==> config.mk <==
export PLATFORM = sky130hd
export DESIGN_NAME = tagged_message_ring_buffer_unit
export DESIGN_NICKNAME = d
export VERILOG_FILES = /design/src/hw/rtl/tmrb_pkg.sv /design/src/hw/rtl/tagged_message_ring_buffer_unit.sv /design/src/hw/rtl/tmrb_ram.sv /design/src/hw/rtl/tmrb_ctrl.sv
export SDC_FILE = /design/constraint.sdc
export NUM_CORES = 1
export LEC_CHECK = 0
export BUFFER_PORTS_ARGS = -buffer_cell sky130_fd_sc_hd__buf_2
export CORE_ASPECT_RATIO = 1.25
export CORE_MARGIN = 2
export CORE_UTILIZATION = 30
export DETAILED_ROUTE_END_ITERATION = 8
export SKIP_CTS_REPAIR_TIMING = 1
export SYNTH_ARGS = -nofsm -noshare
export SYNTH_HDL_FRONTEND = slang
export SYNTH_SLANG_ARGS = --single-unit
export TNS_END_PERCENT = 10
==> constraint.sdc <==
create_clock -name clk -period 13.4 [get_ports clk]
set_input_delay 0.67 -clock clk [delete_from_list [all_inputs] [get_ports clk]]
set_output_delay 0.67 -clock clk [all_outputs]
set_load 0.01 [all_outputs]
==> src/hw/rtl/tmrb_pkg.sv <==
`timescale 1ns / 1ps
`default_nettype none
// ----------------------------------------------------------------------------
// tmrb_pkg
// Shared constants, types and helpers of the tagged message ring buffer.
// ----------------------------------------------------------------------------
package tmrb_pkg;

  // Sizing
  localparam int BUF_DEPTH   = 128;
  localparam int MAX_MSG_LEN = 32;
  localparam int TAG_LEN     = 6;
  localparam int INDEX_LIMIT = 128;

  localparam int PTR_W = $clog2(BUF_DEPTH);
  localparam int CNT_W = 8;
  localparam int BYTE_W = 8;

  // Eviction runs while the stored count is above this
  localparam int ROOM_LIMIT = BUF_DEPTH - MAX_MSG_LEN - TAG_LEN;

  // Item kinds
  localparam logic [1:0] KIND_PUT    = 2'd0;
  localparam logic [1:0] KIND_SAVE   = 2'd1;
  localparam logic [1:0] KIND_UNDO   = 2'd2;
  localparam logic [1:0] KIND_REMOVE = 2'd3;

  // Result status codes
  localparam logic [1:0] ST_OK        = 2'd0;
  localparam logic [1:0] ST_DROPPED   = 2'd1;
  localparam logic [1:0] ST_TOO_LONG  = 2'd2;
  localparam logic [1:0] ST_NOT_FOUND = 2'd3;

  // Ring memory access
  typedef struct packed {
    logic              we;
    logic [PTR_W-1:0]  waddr;
    logic [BYTE_W-1:0] wdata;
    logic              re;
    logic [PTR_W-1:0]  raddr;
  } mem_req_t;

  // Result item from the sequencer
  typedef struct packed {
    logic             available;
    logic [CNT_W-1:0] stored_bytes;
    logic [CNT_W-1:0] pending_bytes;
    logic [CNT_W-1:0] last_index;
    logic [1:0]       status;
  } res_t;

  // Ring pointer increment with wrap
  function automatic logic [PTR_W-1:0] ptr_bump(input logic [PTR_W-1:0] p);
    logic [PTR_W-1:0] q;
    if (p == PTR_W'(BUF_DEPTH - 1)) begin
      q = '0;
    end else begin
      q = p + PTR_W'(1);
    end
    return q;
  endfunction

endpackage
`default_nettype wire

==> src/hw/rtl/tagged_message_ring_buffer_unit.sv <==
`timescale 1ns / 1ps
`default_nettype none
// ----------------------------------------------------------------------------
// tagged_message_ring_buffer_unit
// Byte ring of tagged text messages with put, save, undo and remove items.
// ----------------------------------------------------------------------------
// Usage:
//   Input channel in_valid/in_stall carries one item: kind, char_byte,
//   timestamp, ack_index. Result channel out_valid/out_stall returns one
//   result per item: available, stored_bytes, pending_bytes, last_index,
//   status. An item moves on a clock edge with valid high and stall low.
//   Each item runs through the sequencer states before its result is valid:
//     undo and a zero character go straight to the result; put writes its
//     byte; save writes the six tag bytes and commits; remove walks the ring
//     with one ring read and one check per byte.
//   A put or save that starts a message first evicts head messages, with
//   one ring read and one check per evicted byte.
//   One item is in work at a time; in_stall is high while it runs.
//   The result sits in an output register; the next item is accepted while
//   it waits, but its own result holds in the sequencer until the register
//   frees. A stalled result stays stable.
//   Reset (rst_n low, synchronous) empties the ring and clears the index;
//   ring contents need no clearing pass.
// ----------------------------------------------------------------------------
module tagged_message_ring_buffer_unit import tmrb_pkg::*; (
  input  wire logic              clk,
  input  wire logic              rst_n,
  input  wire logic              in_valid,
  output logic                   in_stall,
  input  wire logic [1:0]        in_kind,
  input  wire logic [BYTE_W-1:0] in_char_byte,
  input  wire logic [31:0]       in_timestamp,
  input  wire logic [BYTE_W-1:0] in_ack_index,
  output logic                   out_valid,
  input  wire logic              out_stall,
  output logic                   out_available,
  output logic [CNT_W-1:0]       out_stored_bytes,
  output logic [CNT_W-1:0]       out_pending_bytes,
  output logic [CNT_W-1:0]       out_last_index,
  output logic [1:0]             out_status
);

  mem_req_t          mem_req;
  logic [BYTE_W-1:0] mem_rdata;
  logic              busy;
  logic              res_valid;
  logic              res_ready;
  res_t              res;
  logic              out_valid_r, out_valid_nxt;
  res_t              out_res_r;

  // Ring memory
  tmrb_ram #(
    .DEPTH  (BUF_DEPTH),
    .ADDR_W (PTR_W),
    .DATA_W (BYTE_W)
  ) u_ram (
    .clk   (clk),
    .we    (mem_req.we),
    .waddr (mem_req.waddr),
    .wdata (mem_req.wdata),
    .re    (mem_req.re),
    .raddr (mem_req.raddr),
    .rdata (mem_rdata)
  );

  // Sequencer
  tmrb_ctrl u_ctrl (
    .clk          (clk),
    .rst_n        (rst_n),
    .in_valid     (in_valid),
    .busy         (busy),
    .in_kind      (in_kind),
    .in_char_byte (in_char_byte),
    .in_timestamp (in_timestamp),
    .in_ack_index (in_ack_index),
    .mem_req      (mem_req),
    .mem_rdata    (mem_rdata),
    .res_valid    (res_valid),
    .res_ready    (res_ready),
    .res          (res)
  );

  assign in_stall = busy;

  // Output register
  assign res_ready = res_valid && (!out_valid_r || !out_stall);

  always_comb begin
    out_valid_nxt = out_valid_r;
    if (res_ready) begin
      out_valid_nxt = 1'b1;
    end else if (!out_stall) begin
      out_valid_nxt = 1'b0;
    end
  end

  always_ff @(posedge clk) begin
    if (!rst_n) begin
      out_valid_r <= 1'b0;
    end else begin
      out_valid_r <= out_valid_nxt;
    end
  end

  always_ff @(posedge clk) begin
    if (res_ready) begin
      out_res_r <= res;
    end
  end

  assign out_valid         = out_valid_r;
  assign out_available     = out_res_r.available;
  assign out_stored_bytes  = out_res_r.stored_bytes;
  assign out_pending_bytes = out_res_r.pending_bytes;
  assign out_last_index    = out_res_r.last_index;
  assign out_status        = out_res_r.status;

endmodule
`default_nettype wire

==> src/hw/rtl/tmrb_ram.sv <==
`timescale 1ns / 1ps
`default_nettype none
// ----------------------------------------------------------------------------
// tmrb_ram
// Simple dual-port synchronous RAM, one write and one registered read port.
// ----------------------------------------------------------------------------
module tmrb_ram #(
  parameter int DEPTH  = 128,
  parameter int ADDR_W = 7,
  parameter int DATA_W = 8
) (
  input  wire logic              clk,
  input  wire logic              we,
  input  wire logic [ADDR_W-1:0] waddr,
  input  wire logic [DATA_W-1:0] wdata,
  input  wire logic              re,
  input  wire logic [ADDR_W-1:0] raddr,
  output logic      [DATA_W-1:0] rdata
);

  logic [DATA_W-1:0] mem [DEPTH];

  // Write port
  always_ff @(posedge clk) begin
    if (we) begin
      mem[waddr] <= wdata;
    end
  end

  // Read port, registered
  always_ff @(posedge clk) begin
    if (re) begin
      rdata <= mem[raddr];
    end
  end

endmodule
`default_nettype wire

==> src/hw/rtl/tmrb_ctrl.sv <==
`timescale 1ns / 1ps
`default_nettype none
// ----------------------------------------------------------------------------
// tmrb_ctrl
// Sequencer: ring pointers and counts, eviction and removal walks, tag writes.
// ----------------------------------------------------------------------------
module tmrb_ctrl import tmrb_pkg::*; (
  input  wire logic              clk,
  input  wire logic              rst_n,
  input  wire logic              in_valid,
  output logic                   busy,
  input  wire logic [1:0]        in_kind,
  input  wire logic [BYTE_W-1:0] in_char_byte,
  input  wire logic [31:0]       in_timestamp,
  input  wire logic [BYTE_W-1:0] in_ack_index,
  output mem_req_t               mem_req,
  input  wire logic [BYTE_W-1:0] mem_rdata,
  output logic                   res_valid,
  input  wire logic              res_ready,
  output res_t                   res
);

  // Sequencer states
  localparam logic [2:0] S_IDLE = 3'd0;
  localparam logic [2:0] S_ROOM = 3'd1;
  localparam logic [2:0] S_EXEC = 3'd2;
  localparam logic [2:0] S_TAG  = 3'd3;
  localparam logic [2:0] S_POP  = 3'd4;
  localparam logic [2:0] S_CHK  = 3'd5;
  localparam logic [2:0] S_DONE = 3'd6;

  // Record field phases during a walk
  localparam logic [2:0] PH_TEXT = 3'd0;
  localparam logic [2:0] PH_IDX  = 3'd5;

  localparam logic [2:0] TAG_LAST = 3'(TAG_LEN - 1);

  logic [2:0]        state_r, state_nxt;
  logic [PTR_W-1:0]  rd_ptr_r, rd_ptr_nxt;
  logic [PTR_W-1:0]  wr_ptr_r, wr_ptr_nxt;
  logic [PTR_W-1:0]  cm_ptr_r, cm_ptr_nxt;
  logic [CNT_W-1:0]  stored_r, stored_nxt;
  logic [CNT_W-1:0]  pending_r, pending_nxt;
  logic [CNT_W-1:0]  seq_r, seq_nxt;
  logic [1:0]        status_r, status_nxt;

  // Walk context
  logic [PTR_W-1:0]  head0_r, head0_nxt;
  logic [CNT_W-1:0]  size0_r, size0_nxt;
  logic [2:0]        phase_r, phase_nxt;
  logic              drop_one_r, drop_one_nxt;
  logic              from_room_r, from_room_nxt;
  logic [2:0]        tag_cnt_r, tag_cnt_nxt;

  // Captured item
  logic [1:0]        kind_r;
  logic [BYTE_W-1:0] char_r;
  logic [31:0]       ts_r;
  logic [BYTE_W-1:0] ack_r;

  logic [CNT_W-1:0]  seq_inc;
  logic [CNT_W-1:0]  next_idx;
  logic [BYTE_W-1:0] tag_byte;
  logic              pend_full;
  logic              need_room;

  assign seq_inc   = seq_r + CNT_W'(1);
  assign next_idx  = (seq_inc >= CNT_W'(INDEX_LIMIT)) ? CNT_W'(1) : seq_inc;
  assign pend_full = (pending_r >= CNT_W'(MAX_MSG_LEN));
  assign need_room = (stored_r != '0) && (int'(stored_r) > ROOM_LIMIT);

  // Tag byte: terminator, big-endian timestamp, sequence index
  always_comb begin
    case (tag_cnt_r)
      3'd0:    tag_byte = '0;
      3'd1:    tag_byte = ts_r[31:24];
      3'd2:    tag_byte = ts_r[23:16];
      3'd3:    tag_byte = ts_r[15:8];
      3'd4:    tag_byte = ts_r[7:0];
      default: tag_byte = next_idx;
    endcase
  end

  // Next-state logic
  always_comb begin
    state_nxt     = state_r;
    rd_ptr_nxt    = rd_ptr_r;
    wr_ptr_nxt    = wr_ptr_r;
    cm_ptr_nxt    = cm_ptr_r;
    stored_nxt    = stored_r;
    pending_nxt   = pending_r;
    seq_nxt       = seq_r;
    status_nxt    = status_r;
    head0_nxt     = head0_r;
    size0_nxt     = size0_r;
    phase_nxt     = phase_r;
    drop_one_nxt  = drop_one_r;
    from_room_nxt = from_room_r;
    tag_cnt_nxt   = tag_cnt_r;
    mem_req       = '0;
    mem_req.waddr = wr_ptr_r;
    mem_req.raddr = rd_ptr_r;

    case (state_r)
      S_IDLE: begin
        if (in_valid) begin
          status_nxt = ST_OK;
          case (in_kind)
            KIND_PUT: begin
              if (in_char_byte == '0) begin
                state_nxt = S_DONE;
              end else begin
                state_nxt = (pending_r == '0) ? S_ROOM : S_EXEC;
              end
            end
            KIND_SAVE: begin
              state_nxt = (pending_r == '0) ? S_ROOM : S_EXEC;
            end
            KIND_UNDO: begin
              wr_ptr_nxt  = cm_ptr_r;
              pending_nxt = '0;
              state_nxt   = S_DONE;
            end
            default: begin
              head0_nxt     = rd_ptr_r;
              size0_nxt     = stored_r;
              phase_nxt     = PH_TEXT;
              drop_one_nxt  = (in_ack_index == BYTE_W'(INDEX_LIMIT));
              from_room_nxt = 1'b0;
              state_nxt     = S_POP;
            end
          endcase
        end
      end

      // Evict head messages until a full message plus tag fits
      S_ROOM: begin
        if (need_room) begin
          head0_nxt     = rd_ptr_r;
          size0_nxt     = stored_r;
          phase_nxt     = PH_TEXT;
          drop_one_nxt  = 1'b1;
          from_room_nxt = 1'b1;
          state_nxt     = S_POP;
        end else begin
          state_nxt = S_EXEC;
        end
      end

      S_EXEC: begin
        if (kind_r == KIND_PUT) begin
          if (pend_full) begin
            status_nxt = ST_DROPPED;
          end else begin
            mem_req.we    = 1'b1;
            mem_req.wdata = char_r;
            wr_ptr_nxt    = ptr_bump(wr_ptr_r);
            pending_nxt   = pending_r + CNT_W'(1);
          end
          state_nxt = S_DONE;
        end else if (pend_full) begin
          wr_ptr_nxt  = cm_ptr_r;
          pending_nxt = '0;
          status_nxt  = ST_TOO_LONG;
          state_nxt   = S_DONE;
        end else begin
          tag_cnt_nxt = '0;
          state_nxt   = S_TAG;
        end
      end

      // One tag byte a cycle, then commit
      S_TAG: begin
        mem_req.we    = 1'b1;
        mem_req.wdata = tag_byte;
        wr_ptr_nxt    = ptr_bump(wr_ptr_r);
        pending_nxt   = pending_r + CNT_W'(1);
        tag_cnt_nxt   = tag_cnt_r + 3'd1;
        if (tag_cnt_r == TAG_LAST) begin
          cm_ptr_nxt  = ptr_bump(wr_ptr_r);
          stored_nxt  = stored_r + pending_r + CNT_W'(1);
          pending_nxt = '0;
          seq_nxt     = next_idx;
          state_nxt   = S_DONE;
        end
      end

      // Pop one byte, or finish when the ring ran dry
      S_POP: begin
        if (stored_r == '0) begin
          if (drop_one_r) begin
            state_nxt = from_room_r ? S_ROOM : S_DONE;
          end else begin
            rd_ptr_nxt = head0_r;
            stored_nxt = size0_r;
            status_nxt = ST_NOT_FOUND;
            state_nxt  = S_DONE;
          end
        end else begin
          mem_req.re = 1'b1;
          rd_ptr_nxt = ptr_bump(rd_ptr_r);
          stored_nxt = stored_r - CNT_W'(1);
          state_nxt  = S_CHK;
        end
      end

      // Examine the popped byte
      S_CHK: begin
        state_nxt = S_POP;
        if (phase_r == PH_TEXT) begin
          if (mem_rdata == '0) begin
            phase_nxt = phase_r + 3'd1;
          end
        end else if (phase_r == PH_IDX) begin
          phase_nxt = PH_TEXT;
          if (drop_one_r || (mem_rdata == ack_r)) begin
            state_nxt = from_room_r ? S_ROOM : S_DONE;
          end else if (stored_r == '0) begin
            rd_ptr_nxt = head0_r;
            stored_nxt = size0_r;
            status_nxt = ST_NOT_FOUND;
            state_nxt  = S_DONE;
          end
        end else begin
          phase_nxt = phase_r + 3'd1;
        end
      end

      S_DONE: begin
        if (res_ready) begin
          state_nxt = S_IDLE;
        end
      end

      default: begin
        state_nxt = S_IDLE;
      end
    endcase
  end

  // Control registers
  always_ff @(posedge clk) begin
    if (!rst_n) begin
      state_r   <= S_IDLE;
      rd_ptr_r  <= '0;
      wr_ptr_r  <= '0;
      cm_ptr_r  <= '0;
      stored_r  <= '0;
      pending_r <= '0;
      seq_r     <= '0;
    end else begin
      state_r   <= state_nxt;
      rd_ptr_r  <= rd_ptr_nxt;
      wr_ptr_r  <= wr_ptr_nxt;
      cm_ptr_r  <= cm_ptr_nxt;
      stored_r  <= stored_nxt;
      pending_r <= pending_nxt;
      seq_r     <= seq_nxt;
    end
  end

  // Walk context and captured item
  always_ff @(posedge clk) begin
    status_r    <= status_nxt;
    head0_r     <= head0_nxt;
    size0_r     <= size0_nxt;
    phase_r     <= phase_nxt;
    drop_one_r  <= drop_one_nxt;
    from_room_r <= from_room_nxt;
    tag_cnt_r   <= tag_cnt_nxt;
    if ((state_r == S_IDLE) && in_valid) begin
      kind_r <= in_kind;
      char_r <= in_char_byte;
      ts_r   <= in_timestamp;
      ack_r  <= in_ack_index;
    end
  end

  assign busy      = (state_r != S_IDLE);
  assign res_valid = (state_r == S_DONE);

  always_comb begin
    res.available     = (stored_r != '0);
    res.stored_bytes  = stored_r;
    res.pending_bytes = pending_r;
    res.last_index    = seq_r;
    res.status        = status_r;
  end

endmodule
`default_nettype wire
==> impl_results.md, run 1 <==
* Status: finished clean
* Mapped cell area at 47400 um2
* Max Freq at 235 MHz
* Starting Density at 30.1%
* Htree depth at 3
* Leakage at 16.1 nW
* Hold Crit Class: input port to flip-flop
* Worst-path cell chain: inv_1, ha_1, nor3_1, o21bai_1, nand2_1, o221ai_4, buf_4
* GPL Wtd Cong at 0.841
* Worst hold slack at 0.119 ns
* First-pass GRT wire length at 181 mm
* Via/cell ratio at 5.20
* Antenna viol nets, final at 0
* Core area at 157000 um2
* EDFF count, synth at 1134
* Crit path kind: flip-flop to flip-flop
* Layout area overhead at 12.9%
* Die area at 161000 um2
* Slowest stage delay, CP at 0.99 ns
* Clk Latency, worst-skew pair at 0.74 ns
* DP Worst Slack at 9.14 ns
* Slew Viols, Final at 0
* Post-synthesis sequential area ratio at 73.9%
* FFs w/ async S/R, synth at 0%
* Number of global-route vias before repair at 25200
* Largest net degree at the start of global routing at 108
* IO Count at 83
* Routed WL at 125 mm
* Slowest CP cell: o221ai_4
* Post-synthesis sequential element count at 1183
* Arrival @ worst endpoint at 4.62 ns
* DRC viols at 0
* Synthesis Warnings at 0
* Dpl hpwl at 77.2 mm
* Min Tclk post-route at 4.25 ns
* Worst setup margin at 9.15 ns
* Worst Skew at 0.0381 ns
* Number of CTS-inserted buffers at 112
* Post-route setup TNS at 0 ns
* Final count of hold timing violations at 0
* Worst setup SP type: flip-flop
* Clk buf depth at 3
* Nets@finish at 2777
* Worst EP required at 13.77 ns
* Critical path origin: u_ctrl.tag_cnt_r[1]
* Syn Inst Count at 2600
* # setup viols final at 0
* Port bufs at 82
* Worst-Margin Slew at 1.22 ns
* Primary FF master, synth: edfxtp_1
* Hold path start: in_timestamp[11]
* Layout cells sized above 1 at 19.4%
* Drt first pass iters at 5
* CP Capture Type: flip-flop
* Slew Limit Headroom at 16.8%
* Gr ovfl total at 0
* Root Buffer: clkbuf_16
* Crit share post-route at 31.7%
* # diodes at 0
* Std cell rows at 163
* Total number of vias at 25200
* MaxCap Viol Count at 0
* Initial DRC count at 2768
* CTS tree: done
* Clk slew on worst S/H paths at 0.06 ns
* Die X at 360 um
* Routed WL per cell at 25.7 um
* Gr usage total at 15.1%
* Die span in y at 449 um
* Pwr Density at 177 nW/um2
* RSZ-0062 raised after global routing: no
* VDD IR max at 0.000126 V
* Sinks on Clock Net at 1183
* Synthesized net count at 2677
* Initial antenna violation count at 4
* Synth unique cells at 84
* Avg Cell Area, Syn at 18.2 um2
* Final core utilization at 34.0%
* Crit path max fanout at 88
* RR Startpoint: u_ctrl.tag_cnt_r[1]
[sequential cells by signal, summed over array words and instances (netlist names), 8 cells and up]
| signal | cells |
|---|---|
| u_ctrl.ack_r | 8 |
| out_last_index | 8 |
| u_ctrl.stored_r | 8 |
| u_ctrl.pending_r | 8 |
| u_ctrl.char_r | 8 |
| out_stored_bytes | 8 |
| u_ram.mem | 1024 |
| out_pending_bytes | 8 |
| u_ctrl.size0_r | 8 |
| u_ctrl.seq_r | 8 |
| u_ctrl.ts_r | 32 |
| u_ram.rdata | 8 |
[synthesized netlist by cell type (10+ instances only)]
| cell | n | share of area, % |
|---|---|---|
| xnor2_1 | 16 | 0.30 |
| inv_1 | 26 | 0.21 |
| ha_1 | 22 | 0.58 |
| o211ai_1 | 16 | 0.25 |
| nor3_1 | 32 | 0.34 |
| and3_1 | 10 | 0.13 |
| o221ai_1 | 22 | 0.41 |
| nand3_1 | 34 | 0.36 |
| a31oi_1 | 18 | 0.24 |
| mux2i_1 | 123 | 2.6 |
| a21oi_1 | 63 | 0.66 |
| clkbuf_1 | 57 | 0.45 |
| nand2_1 | 104 | 0.82 |
| buf_2 | 36 | 0.38 |
| dfxtp_1 | 49 | 2.1 |
| o22ai_1 | 28 | 0.37 |
| a22o_1 | 15 | 0.28 |
| buf_6 | 18 | 0.43 |
| nor2b_1 | 17 | 0.22 |
| edfxtp_1 | 1134 | 72 |
| xor2_1 | 19 | 0.35 |
| a22oi_1 | 40 | 0.63 |
| nand4_1 | 10 | 0.13 |
| mux4_2 | 206 | 9.8 |
| a211oi_1 | 22 | 0.35 |
| buf_4 | 25 | 0.40 |
| o21ai_0 | 44 | 0.46 |
| nor2_1 | 216 | 1.7 |
[layer usage]
metal	part of all wire [%]	vias up	GRT usage, %
li1	-	10800	-
met1	40	13100	19.4
met2	50	1039	25.6
met3	6.3	250	2.24
met4	3.9	0	6.20
met5	0	-	0
[metrics by stage]
stage,instance area (um2),total power [mW],instances
finish,53600,9.47,4850
global route,53600,9.79,4850
CTS,53600,9.54,4850
detailed placement,50100,6.52,4648
global placement,50100,6.51,4648
floorplan,47400,5.85,2600
[path summary, 6_finish.rpt]
check                     endpoint  slack [ns]  depth (start not counted)
setup / recovery  u_ram.mem[57][2]        9.15                          7
hold / removal     u_ctrl.ts_r[11]        0.12                          1
setup reg to reg  u_ram.mem[57][2]        9.15                          7
hold reg to reg      out_status[1]        0.43                          0
[worst max-delay path, delay by kind of cell (launching register included)]
kind	cells	cell delay [ns]
AO/OA/AOI/OAI	2	1.50
adder cells (fa/ha/maj)	1	0.40
buffers and inverters	2	0.96
flip-flops	1	0.41
AND/OR/NAND/NOR	2	0.49
[cells by family after synthesis]
family | share of synthesized area (%)
flops | 73.9
simple gates | 4.54
fa+ha+maj | 0.623
compound gates | 5.77
buf+inv | 2.06
xor+xnor | 0.646
mux | 12.5
[cell usage in the layout (no fill, tap or decap), drive strengths merged, types with 49 or more instances in the layout]
cell	n
o21ai	50
buf	131
nor2	216
mux2i	123
nand2	104
a21oi	63
edfxtp	1134
clkbuf	141
clkinv	52
mux4	206
dfxtp	49
[cell type report]
class,instances,area (um2)
inverters,31,119
fillers,14800,104000
clock inverters,61,503
well taps,2062,2580
clock buffers,141,2930
multi-input cells,1241,11600
flip-flops and latches,1183,35000
repair buffers,131,803
[where the power goes]
| part | internal, mW | total [mW] | leakage [nW] | switching (mW) |
|---|---|---|---|---|
| Combinational | 0.754 | 2.05 | 3.79 | 1.29 |
| Clock | 1.65 | 3.04 | 1.68 | 1.39 |
| Sequential | 4.25 | 4.38 | 10.6 | 0.140 |
Note: power is estimated with default switching activity, not from simulation.
==> inputs of run 2 (changes only) <==
--- a/config.mk
+++ b/config.mk
@@ -5,6 +5,7 @@
 export SDC_FILE = /design/constraint.sdc
 export NUM_CORES = 1
 export LEC_CHECK = 0
+export ABC_AREA = 1
 export BUFFER_PORTS_ARGS = -buffer_cell sky130_fd_sc_hd__buf_2
 export CORE_ASPECT_RATIO = 1.25
 export CORE_MARGIN = 2
==> constraint.sdc (replaced) <==
create_clock -name clk -period 3.7 [get_ports clk]
set_input_delay 0.185 -clock clk [delete_from_list [all_inputs] [get_ports clk]]
set_output_delay 0.185 -clock clk [all_outputs]
set_load 0.01 [all_outputs]
==> run 2 against run 1 <==
Clock skew is 0.0055 ns lower; count of clock-buffer cells in the layout is 11 lower; global-route usage is 0.54 points higher; first-iteration DRC count is 23% higher; non-clock buffer count is 158 higher; critical path depth is 1 lower.
==> impl_results.md, run 2 <==
* Dpl hpwl at 82.3 mm (was 77.2 mm)
* Post-synthesis sequential element count at 1183 (unchanged)
* Worst-path cell chain: nor2_1, nand2_4, o21ai_4, nand4_4, buf_4, nor2_1 (was inv_1, ha_1, nor3_1, o21bai_1, nand2_1, o221ai_4, buf_4)
* R2R depth at 6 (was 7)
* Antenna viol nets, final at 0 (unchanged)
* Avg Cell Area, Syn at 11.3 um2 (was 18.2 um2)
* Starting Density at 30.1% (about the same)
* Die X at 366 um (was 360 um)
* Root Buffer: clkbuf_16 (unchanged)
* Commonest cells after routing, fill and taps aside: edfxtp_1 (1134), nor2_1 (1040), nand2_1 (622) (was edfxtp_1 (1134), nor2_1 (213), mux4_2 (206))
* Number of global-route vias before repair at 32600 (was 25200)
* Gr ovfl total at 0 (unchanged)
* VDD IR max at 0.000512 V (was 0.000126 V)
* Max FFs per register at 1024 (unchanged)
* Reg-to-reg setup timing slack at 0.60 ns (was 9.15 ns)
* CTS tree: done (unchanged)
* Htree depth at 3 (unchanged)
* Worst Skew at 0.0326 ns (was 0.0381 ns)
* Most flops, register: u_ram.mem (unchanged)
* Worst-Margin Slew at 1.08 ns (was 1.22 ns)
* Slew Viols, Final at 0 (unchanged)
* IO Count at 83 (unchanged)
* Pwr Density at 710 nW/um2 (was 177 nW/um2)
* Clk Latency, worst-skew pair at 0.73 ns (was 0.74 ns)
* Worst hold slack at 0.00942 ns (was 0.119 ns)
* Synth unique cells at 48 (was 84)
* Status: finished clean (unchanged)
* WHS Path Cells at 3 (was 1)
* Synth Area in Compound Gates at 8.29% (was 5.77%)
* Final count of hold timing violations at 0 (unchanged)
* Core area at 163000 um2 (was 157000 um2)
* Leakage at 19.7 nW (was 16.1 nW)
* Worst setup margin at 0.603 ns (was 9.15 ns)
* Number of CTS-inserted buffers at 112 (unchanged)
* Layout area overhead at 16.6% (was 12.9%)
* EDFF count, synth at 1134 (unchanged)
* GPL Wtd Cong at 0.862 (was 0.841)
* Slew Limit Headroom at 27.4% (was 16.8%)
* Synthesis Warnings at 0 (unchanged)
* Clk buf depth at 3 (unchanged)
* FFs w/ async S/R, synth at 0% (unchanged)
* Worst EP required at 4.07 ns (was 13.77 ns)
* Worst setup SP type: flip-flop (unchanged)
* RSZ-0062 raised after global routing: no (unchanged)
* Crit path kind: flip-flop to flip-flop (unchanged)
* Syn Inst Count at 4348 (was 2600)
* Sinks on Clock Net at 1183 (unchanged)
* Post-synth top area share at 69.2% (was 71.8%)
* Post-Synth XOR/XNOR Area at 0.374% (was 0.646%)
* Min Tclk post-route at 3.10 ns (was 4.25 ns)
* Primary FF master, synth: edfxtp_1 (unchanged)
* Port bufs at 82 (unchanged)
* Slowest CP cell: nor2_1 (was o221ai_4)
* CP Capture Type: flip-flop (unchanged)
* Initial DRC count at 3401 (was 2768)
* Crit-path most repeated cell: nor2_1
* Via/cell ratio at 4.92 (was 5.20)
* Routed WL per cell at 20.0 um (was 25.7 um)
* Hold Crit Class: input port to flip-flop (unchanged)
* Dominant cell type by area after synthesis: edfxtp_1 (unchanged)
* Layout cells sized above 1 at 9.98% (was 19.4%)
* Crit path max fanout at 13 (was 88)
* Top flop regs: u_ram.mem x1024, u_ctrl.ts_r x32 (unchanged)
* Most common cell after layout, fill and taps aside: edfxtp_1 (unchanged)
* DRC viols at 0 (unchanged)
* Crit share post-route at 83.7% (was 31.7%)
* Post-route setup TNS at 0 ns (unchanged)
* Drt first pass iters at 6 (was 5)
* Post-Synth Simple-Gate Area at 16.2% (was 4.54%)
* Nets@finish at 4590 (was 2777)
* Routed WL at 136 mm (was 125 mm)
* Mux cell area share after synthesis at 0% (was 12.5%)
* Largest family of logic cells by synthesized area: simple AND/OR/NAND/NOR gates (was multiplexers)
* Initial antenna violation count at 1 (was 4)
* Post-Synth Adder-Cell Area at 0.600% (was 0.623%)
* Gr usage total at 15.7% (was 15.1%)
* Post-synthesis sequential area ratio at 71.2% (was 73.9%)
* Total number of vias at 33400 (was 25200)
* Largest net degree at the start of global routing at 155 (was 108)
* Non-filler cells, final at 6793 (was 4850)
* Slowest stage delay, CP at 0.54 ns (was 0.99 ns)
* Top cells by count, synth: edfxtp_1 (1134), nor2_1 (1042), nand2_1 (623) (was edfxtp_1 (1134), nor2_1 (216), mux4_2 (206))
* Die span in y at 457 um (was 449 um)
* Final Power at 40.7 mW (was 9.47 mW)
* Synthesized net count at 4425 (was 2677)
* Top-count cell post-synth: edfxtp_1 (unchanged)
* # setup viols final at 0 (unchanged)
* Arrival @ worst endpoint at 3.46 ns (was 4.62 ns)
* DP Worst Slack at 0.639 ns (was 9.14 ns)
* Top area cells in the synthesized netlist: edfxtp_1 (69%), nor2_1 (8.0%), o21ai_0 (5.3%), nand2_1 (4.8%), nand3_1 (2.4%) (was edfxtp_1 (72%), mux4_2 (9.8%), mux2i_1 (2.6%), dfxtp_1 (2.1%), nor2_1 (1.7%))
* Placed cells at 6531 (was 4648)
* Clk slew on worst S/H paths at 0.07 ns (was 0.06 ns)
* Std cell rows at 166 (was 163)
* Die area at 167000 um2 (was 161000 um2)
* First-pass GRT wire length at 202 mm (was 181 mm)
* Max Freq at 323 MHz (was 235 MHz)
* Mapped cell area at 49200 um2 (was 47400 um2)
* MaxCap Viol Count at 0 (unchanged)
## run 2: cell types whose count changed after synthesis, sizes merged, moves of 20 or more
cell,previous run,this run
mux4,206,0
a22oi,40,4
nor2,216,1044
a211oi,30,10
clkbuf,57,100
mux2i,123,0
o211ai,16,73
buf,88,138
o221ai,22,1
nand3,35,239
nand2,104,628
a21oi,63,87
o21ai,50,540
inv,29,152
## run 2: through the flow
step,util (%),instance area (um2)
after global routing,35.1,57400
after global placement,32.5,53000
after detailed placement,32.5,53000
final,35.1,57400
after CTS,34.8,56800
after floorplan,-,49200
## run 2: power by group
group / switching (mW) / internal (mW) / total [mW]
clock: 5.09 / 6.92 / 12.0
sequential: 0.539 / 15.6 / 16.1
combinational: 9.06 / 3.59 / 12.7
total: 14.7 / 26.1 / 40.7
## run 2: per-layer routing
layer | global-route usage [%] | routed length [um] | vias to the layer above
li1 | - | - | 15500
met1 | 19.8 | 55300 | 16400
met2 | 26.7 | 66300 | 1200
met3 | 2.16 | 8280 | 288
met4 | 6.84 | 5770 | 0
met5 | 0 | 0 | -
## run 2: area by class of cell
cell class,count,area (um2)
multi-input combinational,2771,12600
timing repair buffer,289,2540
fill,16100,106000
clock buffer,130,2930
sequential,1183,35000
clock inverter,79,890
inverter,156,598
tap,2184,2730
antenna,1,2.50
## run 2: worst max-delay path, delay by kind of cell, from the launching register on
family / cells / cell delay, ns
simple gates: 4 / 1.53
compound gates: 1 / 0.48
flops: 1 / 0.37
buf+inv: 1 / 0.32
## run 2: final timing paths
| kind | from | endpoint |
|---|---|---|
| setup / recovery | u_ctrl.kind_r[1] | u_ram.mem[65][7] |
| hold / removal | rst_n | u_ctrl.rd_ptr_r[6] |
| setup reg to reg | u_ctrl.kind_r[1] | u_ram.mem[65][7] |
| hold reg to reg | u_ctrl.status_r[0] | out_status[0] |
## run 2: cells by family (layout without fill, tap and decap cells)
group	after synthesis	count (layout)
compound gates	754	754
simple gates	1973	1973
buf+inv	394	654
xor+xnor	21	21
flops	1183	1183
other cells	0	1
fa+ha+maj	23	23
